$ cat config.mk
export PLATFORM = sky130hd
export DESIGN_NAME = gavc_ring
export DESIGN_NICKNAME = d
export VERILOG_FILES = /design/src/design/gavc_pkg.sv /design/src/design/gavc_ring.sv
export SDC_FILE = /design/constraint.sdc
export NUM_CORES = 2
export LEC_CHECK = 0
export ABC_AREA = 1
export BUFFER_PORTS_ARGS = -buffer_cell sky130_fd_sc_hd__buf_4
export CORE_MARGIN = 3
export CORE_UTILIZATION = 40
export CTS_CLUSTER_DIAMETER = 200
export DETAILED_ROUTE_END_ITERATION = 8
export GPL_ROUTABILITY_DRIVEN = 0
export HOLD_SLACK_MARGIN = 0.12
export PLACE_DENSITY = 0.52
export RECOVER_POWER = 25
export SLEW_MARGIN = 25
export SYNTH_ARGS = -nofsm -noshare
export SYNTH_HDL_FRONTEND = slang
export SYNTH_SLANG_ARGS = --single-unit
$ cat constraint.sdc
create_clock -name clk -period 1.54 [get_ports clk]
set_input_delay 0.308 -clock clk [delete_from_list [all_inputs] [get_ports clk]]
set_output_delay 0.308 -clock clk [all_outputs]
set_load 0.03 [all_outputs]
$ cat src/design/gavc_pkg.sv
// gavc_pkg: shared constants for the group address value cache
// request kinds, result status codes, telegram filter constants and ring size
// no dependencies
package gavc_pkg;

    // request kinds
    localparam logic [2:0] KIND_TELEGRAM = 3'd0;
    localparam logic [2:0] KIND_LOOKUP   = 3'd1;
    localparam logic [2:0] KIND_REMOVE   = 3'd2;
    localparam logic [2:0] KIND_CLEAR    = 3'd3;
    localparam logic [2:0] KIND_LOG      = 3'd4;

    // result status codes
    localparam logic [2:0] ST_STORED    = 3'd0;
    localparam logic [2:0] ST_IGNORED   = 3'd1;
    localparam logic [2:0] ST_HIT       = 3'd2;
    localparam logic [2:0] ST_MISS      = 3'd3;
    localparam logic [2:0] ST_DISABLED  = 3'd4;
    localparam logic [2:0] ST_FULL      = 3'd5;
    localparam logic [2:0] ST_LOG_ENTRY = 3'd6;
    localparam logic [2:0] ST_LOG_EMPTY = 3'd7;

    // telegram filter: apci bits of the first two bytes
    localparam logic [7:0] B0_MASK   = 8'h03;
    localparam logic [7:0] B1_MASK   = 8'hC0;
    localparam logic [7:0] B1_RESP   = 8'h40;
    localparam logic [7:0] B1_WRITE  = 8'h80;
    localparam logic [3:0] MIN_LEN   = 4'd2;

    // update ring
    localparam int         LOG_DEPTH = 256;
    localparam int         RING_AW   = 8;

endpackage

$ cat src/design/gavc_ring.sv
// gavc_ring: update ring of recently written group addresses
// slots never written read as zero through per-slot valid bits
// depends on gavc_pkg
module gavc_ring (
    input  logic                        clk,
    input  logic                        rst_n,
    input  logic                        wr_en,
    input  logic [gavc_pkg::RING_AW-1:0] wr_addr,
    input  logic [15:0]                 wr_data,
    input  logic [gavc_pkg::RING_AW-1:0] rd_addr,
    output logic [15:0]                 rd_data
);

    logic [15:0] mem [gavc_pkg::LOG_DEPTH];
    logic [gavc_pkg::LOG_DEPTH-1:0] valid_reg;
    logic [15:0] rd_data_reg;

    // valid bits cleared by reset
    always_ff @(posedge clk or negedge rst_n)
    begin
        if (!rst_n)
        begin
            valid_reg <= '0;
        end
        else if (wr_en)
        begin
            valid_reg[wr_addr] <= 1'b1;
        end
    end

    // storage and registered read
    always_ff @(posedge clk)
    begin
        if (wr_en)
        begin
            mem[wr_addr] <= wr_data;
        end
        rd_data_reg <= valid_reg[rd_addr] ? mem[rd_addr] : 16'd0;
    end

    assign rd_data = rd_data_reg;

endmodule

==> impl_metrics.toml <==
[sta]
timing.final.ws_setup_ns = -0.3746
finalMaxSlewViolations = 25
fin_crit_sh_pct = 124.3
finalSetupViolations = 2421
fin_worst_skew_ns = 0.05282
tns_ns = -270.18
relSlewSlack_pct = -9.176
fmax_mhz = 522.3
worst_slew_pin_slew_ns = 1.638
hold_viol = 0
fin_hold_ws_ns = 0.2402
timing.final.crit_period_ns = 1.915
grt_setup_unrepaired = "yes"

[clock_network]
h-tree-depth = 5
path_clk_slew_ns = 0.06
cts_tree = "yes"
cts_made_buffers = 459
insertion_delay_ns = 0.99
clockBufferDepth = 4
root_buffer = "clkbuf_16"
clock-sinks = 4368

[logic_synthesis]
yosysWarnings = 0
syn_inst = 14680
syn_avg_cell_area_um2 = 11.98
synth_area_mm2 = 0.1759
ys_ff_latch = 4368
ys_seq_area_share_pct = 73.77
synth.net_count = 14720
synth.distinct_cells = 19

[global_routing]
track_usage_pct = 25.33
grt_start_max_net_pins = 75
grt_pass1_vias = 114100
antenna_found_initial = 38
grt-ovfl-total = 0
grt_pass1_wl_mm = 828.0

[routing]
routed_via_density = 5.487
drt_wl_total_mm = 577.3
drt_iter0_drc = 13600
final_antenna_net_count = 0
via_count = 119900
drc_errors = 0
firstDrtPassIters = 8
avgRoutedWirePerCell_um = 26.41

[cells_and_area]
fin_nets = 15750
final_common_cell = "nand2_1"
syn_to_final_growth_pct = 23.39
largest_reg_flops = 4096
final_area_mm2 = 0.2170
drive_gt1_share_pct = 19.38
mostFrequentLayoutCells = "nand2_1 (4370), edfxtp_1 (4096), nand3_1 (3845)"
utilization_pct = 49.76

[placement]
dpl_cell_area_mm2 = 0.1980
port_buffers = 50
dp_hpwl_mm = 370.4

[setup_path]
r2r_slack_ns = -0.26
required_ns = 2.31
start_kind = "primary input"
cpLargestDelayFamily = "buffers and inverters"
critical_path_arrival_ns = 2.68
worstPathMaxFanout = 32
cpPeakStageDelay_ns = 1.01
endpoint_kind = "register"
cpMaxStageDelayCell = "clkbuf_1"
crit_type = "primary input to register"
cp.buffers_inverters = 4
crit_chain = "dlygate4sd3_1, clkbuf_1, buf_6, buf_12"

[floorplanning]
start_util_pct = 40.33
num_rows = 242
fp.coreArea_mm2 = 0.4360
fp.dieH_um = 669.1
dieArea_mm2 = 0.4476
io-pin-count = 51
fp.dieW_um = 669.1

[status]
failed_checks = "capacitance limit, slew limit, setup timing"
status = "finished with violations"

[worst_hold_path]
min_path_type = "primary input to register"

[pwr]
totalPowerFinal_mw = 264.5
leakagePower_nw = 79.14
ir_drop_v = 0.0009396
powerDensity_mw_per_mm2 = 1219

[run]
cap_violations = 1
[what timing repair did]
item | CTS | global route
pin swaps | 105 | 36
gates cloned | 4 | 5
hold buffers | 27 | 0
gates resized for setup | 604 | 143
setup buffers | 2 | 5
setup endpoints to repair | 32 | 1304
endpoints found under the hold margin | 4400 | 0
[cell type report]
type	instances	area (um2)
tap	5734	7174
antenna	14	35.03
multi-input combinational	9278	45020
clock inverter	218	2410
inverter	42	212.7
fill	37880	219000
sequential	4368	129800
clock buffer	643	12860
timing repair buffer	1563	19490
[metal layers]
| layer | global-route usage (%) | routed length [um] |
|---|---|---|
| met1 | 35.98 | 245900 |
| met2 | 39.93 | 267000 |
| met5 | 0 | 52 |
| met3 | 3.702 | 42100 |
| met4 | 8.673 | 22280 |
[worst paths after layout]
kind                                from              to  cells after the start
min in group asynchronous          rst_n  valid_reg[242]                      4
setup / recovery              wr_data[3]      mem[49][3]                      4
hold reg to reg            valid_reg[32]   valid_reg[32]                      1
max in group asynchronous          rst_n   valid_reg[50]                      6
setup reg to reg             mem[122][3]      rd_data[3]                     10
hold / removal                wr_addr[1]  valid_reg[212]                      7
[kinds of logic after synthesis]
group / after synthesis / synth area share (%)
simple gates: 9268 / 23.22
flops: 4368 / 73.77
buf+inv: 1035 / 2.990
compound gates: 9 / 0.02561
[synth_stat cells]
library cell / instances / area (um2)
buf_4: 150 / 1126
nand3_1: 4318 / 21610
nand2_1: 4397 / 16500
buf_1: 52 / 195.2
inv_2: 3 / 11.26
inv_1: 37 / 138.9
o21ai_0: 6 / 30.03
buf_6: 31 / 349.1
dfxtp_1: 16 / 320.3
dfrtp_1: 256 / 6406
nor2_1: 299 / 1122
nand2_2: 1 / 6.260
buf_8: 1 / 15.01
buf_2: 452 / 2262
edfxtp_1: 4096 / 123000
clkinv_1: 2 / 7.510
clkbuf_1: 307 / 1152
or2_2: 253 / 1583
a21oi_1: 3 / 15.01
[where the power goes]
group | switching [mW] | leakage, nW | total (mW) | internal, mW
Clock | 47.0 | 7.43 | 112 | 65.2
Sequential | 0.514 | 40.4 | 131 | 131
Combinational | 14.3 | 31.3 | 21.1 | 6.87
[metrics by stage]
stage | setup slack, ns | instances
3_5_place_dp | -1.565 | 20950
3_3_place_gp | -1.585 | 20950
5_1_grt | -0.4154 | 21850
2_1_floorplan | -0.4953 | 14680
4_1_cts | -0.4373 | 21840
6_report | -0.3746 | 21860
[worst reg2reg max path: cells and delay by family (launching register included)]
| kind | cells | cell delay [ns] |
|---|---|---|
| flops | 1 | 0.37 |
| simple gates | 10 | 1.35 |
(Power assumes the default switching activity.)
